## src/design/assert_macros.svh

```systemverilog
// Assertion macros shared by the sliding window minimum modules.
`ifndef ASSERT_MACROS_SVH
`define ASSERT_MACROS_SVH
`ifndef SYNTHESIS
// Check a property at every clock edge outside reset.
`define CSW_ASSERT(lbl, clk, rst, prop) \
   lbl: assert property (@(posedge clk) disable iff (rst) (prop)) \
      else $error("sliding window min assertion failed");
// Check that a condition leads to a consequence in the next cycle.
`define CSW_ASSERT_NEXT(lbl, clk, rst, ante, cons) \
   lbl: assert property (@(posedge clk) disable iff (rst) (ante) |=> (cons)) \
      else $error("sliding window min assertion failed");
`else
`define CSW_ASSERT(lbl, clk, rst, prop)
`define CSW_ASSERT_NEXT(lbl, clk, rst, ante, cons)
`endif
`endif

```

## src/design/csw_min_pkg.sv

```systemverilog
// Types and constants shared by the sliding window minimum modules.
package csw_min_pkg;

   // Default sizes
   localparam int DEF_MAX_WINDOW  = 32;
   localparam int DEF_SAMPLE_BITS = 32;

   // Window size register
   localparam int         CFG_W        = 6;
   localparam logic [5:0] WINDOW_RESET = 6'd1;

   // Sequencer states
   typedef enum logic {
      CSW_RUN,
      CSW_REPLAY
   } csw_state_type;

   // Controller to datapath commands
   typedef struct packed {
      logic take;   // request accepted this cycle
      logic step;   // wrapped window result produced this cycle
   } csw_cmd_type;

   // Datapath to controller status
   typedef struct packed {
      logic emit;          // accepted request yields a result
      logic start_replay;  // accepted request opens the wrapped windows
      logic replay_end;    // current wrapped window is the last one
   } csw_status_type;

endpackage

```

## src/design/csw_min_ctrl.sv

```systemverilog
// Sequencer for request intake, wrapped window replay and result valid.
`include "assert_macros.svh"
module csw_min_ctrl
   import csw_min_pkg::*;
#(
   parameter int MAX_WINDOW = DEF_MAX_WINDOW,
   localparam int IDX_W = (MAX_WINDOW > 1) ? $clog2(MAX_WINDOW) : 1
) (
   input  logic                 clock,
   input  logic                 reset,
   input  logic                 req_tvalid,
   output logic                 req_tready,
   output logic                 rsp_tvalid,
   input  logic                 rsp_tready,
   input  csw_status_type       status,
   output csw_cmd_type          cmd,
   output logic [IDX_W-1:0]     replay_idx,
   output logic [IDX_W-1:0]     head_rd_idx
);

   csw_state_type    state_ff, state_in;
   logic             rsp_valid_ff, rsp_valid_in;
   logic [IDX_W-1:0] idx_ff, idx_in;
   logic             out_free;

   assign out_free = !rsp_valid_ff || rsp_tready;

   // Next state
   always_comb begin
      state_in = state_ff;
      unique case (state_ff)
         CSW_RUN: begin
            if (cmd.take && status.start_replay) begin
               state_in = CSW_REPLAY;
            end
         end
         CSW_REPLAY: begin
            if (cmd.step && status.replay_end) begin
               state_in = CSW_RUN;
            end
         end
         default: state_in = CSW_RUN;
      endcase
   end

   // Outputs: handshake, commands and head store read address
   always_comb begin
      req_tready  = 1'b0;
      cmd.take    = 1'b0;
      cmd.step    = 1'b0;
      head_rd_idx = '0;
      unique case (state_ff)
         CSW_RUN: begin
            req_tready = out_free;
            cmd.take   = req_tvalid && out_free;
         end
         CSW_REPLAY: begin
            cmd.step    = out_free;
            // prefetch the next head entry, or hold the current one on a stall
            head_rd_idx = out_free ? idx_ff : idx_ff - IDX_W'(1);
         end
         default: begin
            req_tready = 1'b0;
         end
      endcase
   end

   // Advance the replay position
   always_comb begin
      idx_in = idx_ff;
      if (cmd.take) begin
         idx_in = IDX_W'(1);
      end else if (cmd.step) begin
         idx_in = idx_ff + IDX_W'(1);
      end
   end

   // Hold a result until taken
   always_comb begin
      rsp_valid_in = rsp_valid_ff;
      if ((cmd.take && status.emit) || cmd.step) begin
         rsp_valid_in = 1'b1;
      end else if (rsp_tready) begin
         rsp_valid_in = 1'b0;
      end
   end

   always_ff @(posedge clock) begin
      if (reset) begin
         state_ff     <= CSW_RUN;
         rsp_valid_ff <= 1'b0;
         idx_ff       <= '0;
      end else begin
         state_ff     <= state_in;
         rsp_valid_ff <= rsp_valid_in;
         idx_ff       <= idx_in;
      end
   end

   assign rsp_tvalid = rsp_valid_ff;
   assign replay_idx = idx_ff;

   `CSW_ASSERT(a_no_intake_in_replay, clock, reset, (state_ff != CSW_REPLAY) || !req_tready)
   `CSW_ASSERT(a_replay_idx_nonzero, clock, reset, (state_ff != CSW_REPLAY) || (idx_ff != '0))
   `CSW_ASSERT_NEXT(a_step_gives_result, clock, reset, cmd.step, rsp_valid_ff)
   `CSW_ASSERT_NEXT(a_replay_start, clock, reset, cmd.take && status.start_replay, state_ff == CSW_REPLAY)

endmodule

```

## config.mk

```make
export PLATFORM = sky130hd
export DESIGN_NAME = csw_min_ctrl
export DESIGN_NICKNAME = d
export VERILOG_FILES = /design/src/design/csw_min_pkg.sv /design/src/design/csw_min_ctrl.sv
export VERILOG_INCLUDE_DIRS = /design/src /design/src/design
export SDC_FILE = /design/constraint.sdc
export NUM_CORES = 1
export LEC_CHECK = 0
export BUFFER_PORTS_ARGS = -buffer_cell sky130_fd_sc_hd__buf_4
export CAP_MARGIN = 10
export CELL_PAD_IN_SITES_DETAIL_PLACEMENT = 0
export CELL_PAD_IN_SITES_GLOBAL_PLACEMENT = 2
export CORE_MARGIN = 2
export CORE_UTILIZATION = 24
export DETAILED_ROUTE_END_ITERATION = 16
export HOLD_SLACK_MARGIN = 0.03
export PLACE_DENSITY_LB_ADDON = 0.1
export SLEW_MARGIN = 30
export SYNTH_ARGS = -nofsm -noshare
export SYNTH_HDL_FRONTEND = slang
export SYNTH_SLANG_ARGS = --single-unit
```

## constraint.sdc

```tcl
create_clock -name clock -period 4.35 [get_ports clock]
set_clock_uncertainty 0.05 [all_clocks]
set_input_delay 0.6525 -clock clock [delete_from_list [all_inputs] [get_ports clock]]
set_output_delay 0.6525 -clock clock [all_outputs]
set_load 0.03 [all_outputs]
```

# Word level (Yosys, flattened, before mapping)
# Index checks and enable logic that the tools add are counted.
dict set report op_classes {
  mux 12
  n_bitwise 1
  n_reduce_logical 10
  n_addsub 2
}
# op n
set ops {}
lappend ops {{$mux 5} 2}
lappend ops {{$mux 1} 9}
lappend ops {{$add 5x1->5 const B} 1}
lappend ops {{$sub 5x1->5 const B} 1}
lappend ops {{$logic_and 1x1->1} 4}
lappend ops {{$reduce_bool 2->1} 2}
lappend ops {{$logic_or 1x1->1} 2}
lappend ops {{$pmux 1 s2} 1}
lappend ops {{$reduce_or 2->1} 1}
lappend ops {{$logic_not 1->1} 1}
lappend ops {{$not 1->1} 1}
dict set report word_totals {
  wordCells 29
  ff_bits 7
  out_inout_bits 14
  in_bits 7
}

# Depth between registers and ports, before layout
dict set report depth {
  word_depth 7
  mapped_depth 5
}

# Worst setup path before layout
# OpenSTA, ideal clock, no wires.
dict set report synth_timing {
  path_kind {input-to-output}
  startpoint {input rsp_tready}
  endpoint {output head_rd_idx[1]}
  stages 4
  arrival_ns 1.880
  path_buffers 1
  t_required_ns 3.648
  path_slack_ns 1.767
  path_cell_list {nor2b_1 -> buf_2 -> nor2_1 -> a211oi_1}
}
dict set report synth_via {
  elab_chain_cells 3
}
# item line
set synth_lines {}
lappend synth_lines {{from (decl)} csw_min_ctrl.sv:14} ;# input logic rsp_tready,
lappend synth_lines {{$logic_or 1x1->1} csw_min_ctrl.sv:26} ;# assign out_free = !rsp_valid_ff || rsp_tready;
lappend synth_lines {{$mux 5} csw_min_ctrl.sv:60} ;# head_rd_idx = out_free ? idx_ff : idx_ff - IDX_W'(1);
lappend synth_lines {{$mux 5} csw_min_ctrl.sv:52} ;# unique case (state_ff)
lappend synth_lines {{to (decl)} csw_min_ctrl.sv:18} ;# output logic [IDX_W-1:0] head_rd_idx
# Every way passes these cells.

# Final worst setup path
# Same ends and word-level chain as after synthesis.

==> run metrics <==
outcome completed; data arrival time of the critical path 1960 ps; Synth warnings 0; global placement routability congestion ~0.7; proportion of synthesized flip-flops having asynchronous set or reset 0; setup slack on the worst flop-to-flop path 2800 ps; CTS tree yes; # port buffers 20; net switching power 0.0565 mW; number of flip-flops and latches in the synthesized netlist 7; launch instance of the worst min-delay path replay_idx[4]$_SDFFE_PP0P_; cell count after synthesis 59; setup violation total in the final timing report 0; terminus of the critical flop-to-flop path replay_idx[2]$_SDFFE_PP0P_; share of synthesized area occupied by flip-flops and latches 0.315; worst-margin pin slew ~860 ps; post-CTS setup buffer count 0; Post-route DRC 0; synthesized netlist net count 68; hold depth 2; Critical R2R Launch rsp_tvalid$_SDFFE_PP0P_; worst r2r path cells 3; number of different library cells in the post-synthesis netlist 25; H-tree depth reported by CTS 1; Clk pin slew, worst setup/hold paths roughly 50 ps; number of filler instances in the final layout 202; vias 496; clock latency on the worst-skew pair ~250 ps; top-level port count 21; starting density of the core 0.257; number of clock sinks 7; number of antenna violations at the first check in global routing 0; total of cells resized after clock tree synthesis 0; maxcap violations 0; number of diodes added for antenna fixing 0; post-route setup TNS 0 ps; Vias per Instance 4.77; Cell Area, Placed around 610 µm²; height of the chip ~47 µm; floorplan row count 15; Clock power frac 0.337; Die Span X 47.0 µm; Post-DP HPWL roughly 900 µm; number of enable flip-flop cells after synthesis 0; cell area after synthesis 444 µm²; CP required ~3700 ps; top flip-flop cell by instance count after synthesis dfxtp_1; crit path max fanout 14; most common cell after layout, fill and taps aside buf_4; GRT overflow 0; Reg power frac 0.409; share of final-layout standard cells stronger than drive strength 1 0.304; Worst VDD drop between 0.1 and 0.15 mV; routed wire length roughly 1300 µm; headroom to the max-slew limit 0.426; pin count of the biggest net entering global routing 15; combinational cell fraction of total power 0.254; post-route antenna net violation count 0; overall die area 0.00221 mm²; kind of path behind the tightest hold check reg2reg; standard cell core area between 0.0015 and 0.002 mm²; highest clock frequency the design can meet about 0.38 GHz; Worst Hold Endpoint replay_idx[4]$_SDFFE_PP0P_; Final Hold Fails 0; Inserted Clock Buffers 3; count of final max-slew check failures 0; RSZ-0062 raised after global routing no; switching fraction of total power 0.321; crit path kind in2out; Mean Syn Cell Area 7.53 µm²; power per unit of standard cell area approximately 280 mW/mm²; static leakage 0.247 nW; cell internal power dissipation around 0.12 mW; Pre-antenna DRT Iters 2; clock period minus worst slack approximately 2700 ps; post-route fraction of the period consumed by the critical path 0.612; final net count 89; detailed router's first-iteration violation count 12; vias in the first global route about 420; buffers from clock root to sink, at most 2; Area growth syn-to-layout 42.8%; sort of element at the start of the critical path input port; Routed wire per std cell between 10 and 15 µm; # hold bufs at CTS 0; most frequent cells in the layout buf_4 (20), a21oi_1 (9), dfxtp_1 (7); Crit. End Element primary output; post-route cell area roughly 630 µm²; global-route wire length before repair 1970 µm; Overall Global Routing Usage 0.128; clock tree root buffer cell clkbuf_4
[per-stage QoR]
stage,cells,power (mW),utilization,setup slack [ps],hold slack [ps]
detailed placement,100,0.119,0.352,1690,456
finish,104,0.176,0.367,1690,455
global route,104,0.189,0.367,1590,496
CTS,104,0.181,0.367,1690,464
global placement,100,0.119,0.352,1730,453
floorplan,59,0.101,-,1770,467
[worst max-delay path: stages]
cell	delay, ps
buf_4	110
nor2b_1	660
nor2_1	80
a211oi_1	250
buf_4	200
[layer usage]
metal / wire length (µm) / GRT usage / vias up
met5: 0 / 0 / -
met4: 16 / 0.0833 / 0
met3: 62 / 0.0231 / 2
met2: 539 / 0.167 / 11
met1: 669 / 0.187 / 224
li1: - / - / 259
[kinds of logic after synthesis]
logic type      count (synthesis)  synth area share
compound gates                 21             0.293
simple gates                   21             0.251
xor+xnor                        1            0.0197
flops                           7             0.315
buf+inv                         7            0.0648
fa+ha+maj                       2            0.0563
[power groups by stage]
stage	registers [mW]	clock network, mW	logic, mW
3_5_place_dp	0.0735	0	0.0456
6_report	0.0721	0.0593	0.0448
5_1_grt	0.0727	0.0674	0.0490
4_1_cts	0.0721	0.0635	0.0457
2_1_floorplan	0.0761	0	0.0246
3_3_place_gp	0.0735	0	0.0456
[synthesized netlist by cell type (all sizes together) (2+ instances only)]
cell type  number  area (µm²)
a21oi           9        45.0
dfxtp           7         140
nand2           5        18.8
nor2            4        15.0
inv             3        11.3
o21ai           3        15.0
o31ai           3        22.5
or4             3        22.5
buf             2        10.0
clkbuf          2        7.51
ha              2        25.0
nand3           2        10.0
nand3b          2        15.0
[sequential cells by signal (all words and copies together) (netlist names)]
| signal | flops |
|---|---|
| state_ff | 1 |
| replay_idx | 5 |
| rsp_tvalid | 1 |
[area by class of cell]
| class | instances | area [µm²] | share of cell area |
|---|---|---|---|
| Sequential cell | 7 | 140 | 0.221 |
| Multi-Input combinational cell | 45 | 275 | 0.434 |
| Timing Repair Buffer | 20 | 150 | 0.237 |
| Clock buffer | 4 | 26.3 | 0.0414 |
| Tap cell | 25 | 31.3 | 0.0493 |
| Inverter | 3 | 11.3 | 0.0178 |
[how the worst max path moves through the flow]
stage	from	to	slack (ps)	depth (start not counted)
finish	rsp_tready	head_rd_idx[1]	1690	5
detailed placement	rsp_tready	head_rd_idx[1]	1690	5
global route	rsp_tready	head_rd_idx[1]	1590	5
floorplan	rsp_tready	head_rd_idx[1]	1770	4
global placement	rsp_tready	head_rd_idx[3]	1730	5
CTS	rsp_tready	head_rd_idx[1]	1690	5
Note: power is estimated with default switching activity, not from simulation.
