File: config.mk
export PLATFORM = sky130hd
export DESIGN_NAME = csw_min_dp
export DESIGN_NICKNAME = d
export VERILOG_FILES = /design/src/design/csw_min_pkg.sv /design/src/design/csw_min_dp.sv
export VERILOG_INCLUDE_DIRS = /design/src /design/src/design
export SDC_FILE = /design/constraint.sdc
export NUM_CORES = 2
export LEC_CHECK = 0
export BUFFER_PORTS_ARGS = -buffer_cell sky130_fd_sc_hd__buf_2
export CORE_AREA = 2 2 683 685
export CTS_CLUSTER_DIAMETER = 80
export DETAILED_ROUTE_END_ITERATION = 8
export DIE_AREA = 0 0 685 687
export GPL_TIMING_DRIVEN = 0
export RECOVER_POWER = 25
export SETUP_SLACK_MARGIN = 0.1
export SLEW_MARGIN = 20
export SYNTH_ARGS = -nofsm -noshare
export SYNTH_HDL_FRONTEND = slang
export SYNTH_SLANG_ARGS = --single-unit
File: constraint.sdc
create_clock -name clock -period 14.1 [get_ports clock]
set_input_delay 3.525 -clock clock [delete_from_list [all_inputs] [get_ports clock]]
set_output_delay 3.525 -clock clock [all_outputs]
set_load 0.02 [all_outputs]
File: src/design/assert_macros.svh
// Assertion macros shared by the sliding window minimum modules.
`ifndef ASSERT_MACROS_SVH
`define ASSERT_MACROS_SVH
`ifndef SYNTHESIS
// Check a property at every clock edge outside reset.
`define CSW_ASSERT(lbl, clk, rst, prop) \
   lbl: assert property (@(posedge clk) disable iff (rst) (prop)) \
      else $error("sliding window min assertion failed");
// Check that a condition leads to a consequence in the next cycle.
`define CSW_ASSERT_NEXT(lbl, clk, rst, ante, cons) \
   lbl: assert property (@(posedge clk) disable iff (rst) (ante) |=> (cons)) \
      else $error("sliding window min assertion failed");
`else
`define CSW_ASSERT(lbl, clk, rst, prop)
`define CSW_ASSERT_NEXT(lbl, clk, rst, ante, cons)
`endif
`endif

File: src/design/csw_min_pkg.sv
// Types and constants shared by the sliding window minimum modules.
package csw_min_pkg;

   // Default sizes
   localparam int DEF_MAX_WINDOW  = 32;
   localparam int DEF_SAMPLE_BITS = 32;

   // Window size register
   localparam int         CFG_W        = 6;
   localparam logic [5:0] WINDOW_RESET = 6'd1;

   // Sequencer states
   typedef enum logic {
      CSW_RUN,
      CSW_REPLAY
   } csw_state_type;

   // Controller to datapath commands
   typedef struct packed {
      logic take;   // request accepted this cycle
      logic step;   // wrapped window result produced this cycle
   } csw_cmd_type;

   // Datapath to controller status
   typedef struct packed {
      logic emit;          // accepted request yields a result
      logic start_replay;  // accepted request opens the wrapped windows
      logic replay_end;    // current wrapped window is the last one
   } csw_status_type;

endpackage

File: src/design/csw_min_dp.sv
// Datapath: window size register, running minimum cells, head store, result register.
`include "assert_macros.svh"
module csw_min_dp
   import csw_min_pkg::*;
#(
   parameter int MAX_WINDOW  = DEF_MAX_WINDOW,
   parameter int SAMPLE_BITS = DEF_SAMPLE_BITS,
   localparam int IDX_W = (MAX_WINDOW > 1) ? $clog2(MAX_WINDOW) : 1,
   localparam int CNT_W = $clog2(MAX_WINDOW + 1)
) (
   input  logic                          clock,
   input  logic                          reset,
   input  logic                          csr_wr_en,
   input  logic [CFG_W-1:0]              csr_wr_data,
   input  logic signed [SAMPLE_BITS-1:0] sample,
   input  logic                          end_of_stream,
   input  csw_cmd_type                   cmd,
   input  logic [IDX_W-1:0]              replay_idx,
   input  logic [IDX_W-1:0]              head_rd_idx,
   output csw_status_type                status,
   output logic signed [SAMPLE_BITS-1:0] window_min,
   output logic                          last_result,
   output logic                          too_short
);

   localparam int WCMP_W = (CNT_W > CFG_W) ? CNT_W : CFG_W;
   localparam logic signed [SAMPLE_BITS-1:0] SAMPLE_MAX = {1'b0, {(SAMPLE_BITS-1){1'b1}}};

   logic [CFG_W-1:0]              window_ff;
   logic [CNT_W-1:0]              count_ff, count_in;
   logic signed [SAMPLE_BITS-1:0] cells_ff [MAX_WINDOW];
   logic signed [SAMPLE_BITS-1:0] cells_in [MAX_WINDOW];
   logic signed [SAMPLE_BITS-1:0] head_mem [MAX_WINDOW];
   logic signed [SAMPLE_BITS-1:0] head_rd_ff;
   logic signed [SAMPLE_BITS-1:0] hmin_ff, hmin_in;
   logic signed [SAMPLE_BITS-1:0] min_ff, min_in;
   logic                          last_ff, last_in;
   logic                          short_ff, short_in;
   logic [WCMP_W-1:0]             w_ext;
   logic [CNT_W-1:0]              w_eff;
   logic [CNT_W-1:0]              count_next;
   logic                          is_short;
   logic [CNT_W-1:0]              item_sel;
   logic [CNT_W-1:0]              replay_sel;
   logic signed [SAMPLE_BITS-1:0] tail_min;

   // Window size register
   always_ff @(posedge clock) begin
      if (reset) begin
         window_ff <= WINDOW_RESET;
      end else if (csr_wr_en) begin
         window_ff <= csr_wr_data;
      end
   end

   // Clamp the window to 1..MAX_WINDOW
   assign w_ext = WCMP_W'(window_ff);
   always_comb begin
      if (w_ext == '0) begin
         w_eff = CNT_W'(1);
      end else if (w_ext > WCMP_W'(MAX_WINDOW)) begin
         w_eff = CNT_W'(MAX_WINDOW);
      end else begin
         w_eff = w_ext[CNT_W-1:0];
      end
   end

   // Cell k holds the minimum of the newest k+1 samples
   always_comb begin
      cells_in[0] = sample;
      for (int k = 1; k < MAX_WINDOW; k++) begin
         cells_in[k] = (sample < cells_ff[k-1]) ? sample : cells_ff[k-1];
      end
   end

   always_ff @(posedge clock) begin
      if (cmd.take) begin
         cells_ff <= cells_in;
      end
   end

   // Saturating sample count, cleared at end of stream
   assign count_next = (count_ff < CNT_W'(MAX_WINDOW)) ? count_ff + CNT_W'(1) : count_ff;
   assign is_short   = count_next < w_eff;

   always_comb begin
      count_in = count_ff;
      if (cmd.take) begin
         count_in = end_of_stream ? '0 : count_next;
      end
   end

   always_ff @(posedge clock) begin
      if (reset) begin
         count_ff <= '0;
      end else begin
         count_ff <= count_in;
      end
   end

   // Head store: the first samples of the stream, registered read
   always_ff @(posedge clock) begin
      if (cmd.take && (count_ff < CNT_W'(MAX_WINDOW))) begin
         head_mem[count_ff[IDX_W-1:0]] <= sample;
      end
      head_rd_ff <= head_mem[head_rd_idx];
   end

   // Running minimum over the head entries taken into wrapped windows
   assign hmin_in = (head_rd_ff < hmin_ff) ? head_rd_ff : hmin_ff;

   always_ff @(posedge clock) begin
      if (cmd.take) begin
         hmin_ff <= SAMPLE_MAX;
      end else if (cmd.step) begin
         hmin_ff <= hmin_in;
      end
   end

   // Tail part of the current wrapped window
   assign item_sel   = w_eff - CNT_W'(1);
   assign replay_sel = w_eff - CNT_W'(1) - CNT_W'(replay_idx);
   assign tail_min   = cells_ff[replay_sel[IDX_W-1:0]];

   // Select the next result
   always_comb begin
      min_in   = min_ff;
      last_in  = last_ff;
      short_in = short_ff;
      if (cmd.take) begin
         min_in   = is_short ? '0 : cells_in[item_sel[IDX_W-1:0]];
         last_in  = end_of_stream && (is_short || (w_eff == CNT_W'(1)));
         short_in = is_short;
      end else if (cmd.step) begin
         min_in   = (hmin_in < tail_min) ? hmin_in : tail_min;
         last_in  = status.replay_end;
         short_in = 1'b0;
      end
   end

   always_ff @(posedge clock) begin
      min_ff   <= min_in;
      last_ff  <= last_in;
      short_ff <= short_in;
   end

   // Status to the sequencer
   assign status.emit         = end_of_stream || !is_short;
   assign status.start_replay = end_of_stream && !is_short && (w_eff != CNT_W'(1));
   assign status.replay_end   = (CNT_W'(replay_idx) + CNT_W'(1)) == w_eff;

   assign window_min  = min_ff;
   assign last_result = last_ff;
   assign too_short   = short_ff;

   `CSW_ASSERT(a_count_in_range, clock, reset, count_ff <= CNT_W'(MAX_WINDOW))
   `CSW_ASSERT(a_window_in_range, clock, reset, (w_eff != '0) && (w_eff <= CNT_W'(MAX_WINDOW)))
   `CSW_ASSERT_NEXT(a_restart, clock, reset, cmd.take && end_of_stream, count_ff == '0)

endmodule
[After elaboration in Yosys (flattened, before gate mapping)]
Memories as Yosys holds them, arrays and structs flattened. A register that Yosys moved wholly into a read port is not among the register bits.
Cells that the tools add are included.
Word-level totals
  ROM bits: 0
  bits of input ports: 54
  bits in latches: 0
  memories: 1
  RAM bits: 1024
  register bits: 1102
Operators by class
  divide/modulo/power cells: 0
  shifts and indexed selects: 0
  add/subtract/negate cells: 4
  multiplexer cells: 52
  reductions and logical operators: 9
  magnitude comparators: 38
  bitwise operators: 2
  multiply operators: 0
  equality and inequality tests: 3
Memories
  head_mem: words 32, width 32, read ports 1, clocked after memory_dff 1, wr ports 1, RTL line csw_min_dp.sv:33  | logic signed [SAMPLE_BITS-1:0] head_mem [MAX_WINDOW];
Operators with widths (count)
  32-bit 2-to-1 mux: 40
  32-bit less-than comparator: 33
  32-bit binary-select mux with 5-bit select: 2
  6-bit 2-to-1 mux: 4
  6-bit >= comparator (second input constant): 2
  5-bit NOT with 6-bit output: 2
  5-bit by 1-bit adder with 6-bit output (second input constant): 1
  6-bit by 1-bit adder with 6-bit output (second input constant): 1
  6-bit by 1-bit == test with 1-bit output (second input constant): 1
  6-bit == test: 1
  6-bit > comparator (second input constant): 1
  6-bit zero test: 1
  6-bit less-than comparator: 1
  6-bit less-than comparator (second input constant): 1
  1-bit 2-to-1 mux: 6
  6-bit by 1-bit inequality test with 1-bit output (second input constant): 1
  5-bit by 1-bit subtractor with 5-bit output (second input constant): 1
  5-bit subtractor: 1
  1-bit logical AND: 4
  1-bit logical OR: 2
  2-bit nonzero test: 1
  1-bit zero test: 1

[Depth between registers and ports, before layout]
  depth in word-level cells: 13
  mapped depth: 35

[Least setup slack after synthesis]
No wires, ideal clock.
  path kind: input to output
  start point: input port replay_idx[0]
  end point: output port status[0] (netlist bit)
  required time: 10.575 ns
  cell stages on the path: 8
  data arrival time: 6.169 ns
  path buffers: 5
  path slack: 4.406 ns
  cells stage by stage: ha_1 > buf_2 > buf_2 > buf_1 > clkbuf_1 > clkbuf_1 > o211ai_1 > a211oi_1
RTL lines
  from (decl): RTL line csw_min_dp.sv:18  | input logic [IDX_W-1:0] replay_idx,
  to (decl): RTL line csw_min_dp.sv:20  | output csw_status_type status,

==> metrics.yaml <==
drt-initial-drc-count: 19700
p_int_uw: 15300
p_leak_uw: 0.0554
final_util: 0.322
io_buffers: 83
nFillCells: 46300
ys_seq_elements: 2158
post-route-period-util: 1.04
drtAntennaViolNets: 0
vdd_drop_max_uv: 155
grt_pass1_vias: 96300
drc: 9
synth-main-ff-cell: "edfxtp_1"
via_per_inst: 6.03
required_ns: 14.68
timing.rr.end: "window_min[16]"
setup_viol: 10
maxSlewViolCount: 2003
dp_hpwl_mm: 524
dieArea_mm2: 0.471
synth-seq-area-share: 0.495
hp-start: "hmin_ff[26]"
reg2reg_slack_ns: -0.38
cts_buffers: 237
period_needed_ns: 14.69
clockBufferDepth: 4
syn_to_final_growth_pct: 15.1
crit_arrival_ns: 15.27
ys_types: 99
min_path_type: "reg2reg"
top_layer: "met5"
rsz0062_at_grt: "no"
synth_area_leaders: "edfxtp_1, mux4_2, ha_1"
cts_tree: "yes"
cts.sinks: 2158
start_util: 0.280
clkSlewWorstSetupHoldPaths_ns: 0.07
finClkSkew_ns: 0.0870
min_path_cells: 2
place_area_mm2: 0.141
drive_above_1_share: 0.173
whs_endpoint: "hmin_ff[26]"
num_io_pins: 91
synth_edf_count: 2082
syn-num-nets: 11700
clockRootBuffer: "clkbuf_16"
nets: 12200
tightest_slew_ns: 4.85
combPwrFrac: 0.418
wl_per_cell_um: 38.1
status: "finished with violations"
cp-start-kind: "input port"
fin_ws_ns: -0.591
cts_htree_levels: 4
wirelength_mm: 667
gp_congestion: 1.08
crit_type: "in2reg"
synth.largest_area_cell: "edfxtp_1"
std_cell_rows: 250
synth_area_per_cell_um2: 12.2
violations: "DRC, capacitance limit, slew limit, setup timing"
die_y_um: 687
grt_pass1_wl_mm: 871
rr_startpoint: "w_ext[2]"
clkLatencyLatePin_ns: 0.99
first_pass_iters: 9
clkPwrFrac: 0.250
hold_viol_final: 0
synth.top_cell.area_share: 0.483
switching_share: 0.433
maxCapViolations: 54
worstRegToRegCells: 29
coreArea_mm2: 0.463
synth_area_mm2: 0.129
grt_max_degree: 128
antenna_found_initial: 66
grt_use_total: 0.273
powerDensity_mw_per_mm2: 181
critPathMaxFanout: 33
dr_total_vias: 106000
grt_overflow: 0
synthCells: 10600
synthArstFlopShare: 0
power_uw: 26900
seq_power_share: 0.332
wl_met3_mm: 99.1
slew-limit-headroom: -2.23
fin_tns_setup_ns: -2.43
wl_met1_mm: 248
die_w_um: 685
final_area_mm2: 0.149
end_kind: "register"
timing.fmax_ghz: 0.0681
p_switching_uw: 11700
wl_met2_mm: 259
synth_warnings: 0
==> through the flow <==
| stage | std cells | setup slack, ns | hold slack (ns) |
|---|---|---|---|
| final | 17500 | -0.591 | 0.502 |
| after detailed placement | 17000 | -1.53 | 0.492 |
| after global placement | 16900 | -16.97 | 0.482 |
| after global routing | 17500 | 0.0827 | 0.521 |
| after floorplan | 10600 | 4.41 | 0.465 |
| after CTS | 17500 | 0.102 | 0.504 |
==> Yosys cell counts, drive strengths merged (13+ instances only) <==
master	instances
edfxtp	2082
inv	1090
ha	1039
o21ai	940
nand2	908
mux4	638
clkbuf	497
nor2	468
a21oi	394
mux2	383
mux2i	218
nand4	158
buf	154
nand3	126
o221ai	123
o211ai	120
a211oi	104
nor3	104
o22ai	102
a21o	95
dfxtp	76
o21a	61
a31oi	57
o221a	55
nor4	50
nor2b	48
a221oi	43
a22oi	41
nand2b	40
a211o	33
a2111oi	27
o31ai	27
and3	24
or2	24
o2111ai	22
o21bai	22
a221o	18
and4	15
o32ai	13
==> power by group through the flow <==
stage	combinational [µW]	sequential (µW)	clock [µW]
floorplan	5260	8660	0
global placement	10000	9120	0
detailed placement	10300	9010	0
CTS	10400	8890	6690
global route	11300	8970	6940
finish	11300	8940	6720
==> kinds of logic after synthesis <==
| group | synth area share |
|---|---|
| xor gates and xnor gates | 0.00114 |
| DFF | 0.495 |
| buffers and inverters | 0.0516 |
| and+or+nand+nor | 0.0704 |
| muxes | 0.161 |
| adders and majority gates | 0.101 |
| AOI/OAI and AO/OA | 0.120 |
==> cell usage in the layout (no fill, tap or decap), types with 43 or more instances in the layout <==
master / instances
a211oi_1: 98
a21o_1: 95
a21oi_1: 393
a221oi_1: 43
a31oi_1: 56
buf_1: 52
buf_16: 57
buf_2: 137
clkbuf_1: 483
clkbuf_16: 239
clkbuf_2: 103
clkinv_2: 49
dfxtp_1: 76
edfxtp_1: 2082
ha_1: 1039
inv_1: 1089
mux2_2: 381
mux2i_1: 197
mux4_2: 638
nand2_1: 908
nand3_1: 126
nand4_1: 158
nor2_1: 428
nor2b_1: 48
nor3_1: 99
nor4_1: 47
o211ai_1: 118
o21a_1: 61
o21ai_0: 883
o21ai_1: 50
o221a_2: 54
o221ai_1: 122
o22ai_1: 102
==> worst max-delay path: stages <==
cell	delay, ns
clkbuf_1	1.27
clkbuf_1	3.42
ha_1	0.56
nand4_1	0.32
nor3_1	0.48
o21ai_1	0.13
o221ai_1	1.01
a211oi_2	0.30
mux2i_4	0.62
buf_2	0.55
mux2_2	0.28
o221ai_1	0.19
nor3_1	0.89
o211ai_1	0.83
o211ai_1	0.79
==> worst max-delay path by stage <==
stage,from,to,depth (start not counted)
after floorplan,replay_idx[0],status[0],8
after CTS,w_ext[1],window_min[31],33
after global routing,sample[30],window_min[14],14
after global placement,cmd[1],window_min[9],8
after detailed placement,w_ext[1],window_min[14],32
final,sample[30],window_min[29],15
==> flip-flops by register name, indices dropped and copies added, names as in the netlist <==
| signal | cells |
|---|---|
| cells_ff | 1024 |
| count_ff | 6 |
| head_mem | 1024 |
| head_rd_ff | 32 |
| hmin_ff | 32 |
| last_result | 1 |
| too_short | 1 |
| w_ext | 6 |
| window_min | 32 |
==> cell type report <==
class                      instances  area (µm²)  area share
multi-input combinational       6746       59200       0.398
inverter                        1094        4110      0.0276
buffer                           649        2730      0.0183
timing repair buffer             232        2980      0.0200
clock buffer                     277        6200      0.0417
antenna                           30        75.1    0.000504
tap                             6174        7720      0.0519
clock inverter                   155        1780      0.0120
sequential                      2158       64000       0.430
==> layer usage <==
layer  up-vias  GRT usage
met5         -   0.000306
met4        44      0.191
met3      2037      0.109
met2      8678      0.371
met1     53000      0.350
li1      41900          -
==> what timing repair did <==
| item | 4_1_cts | 5_1_grt |
|---|---|---|
| resized for setup | 13 | 33 |
| endpoints found under the setup margin | 32 | 30 |
| pin swaps | 1 | 2 |
| hold buffers | 0 | 0 |
| buffers inserted | 0 | 4 |
Power figures use the tool's default switching activity.
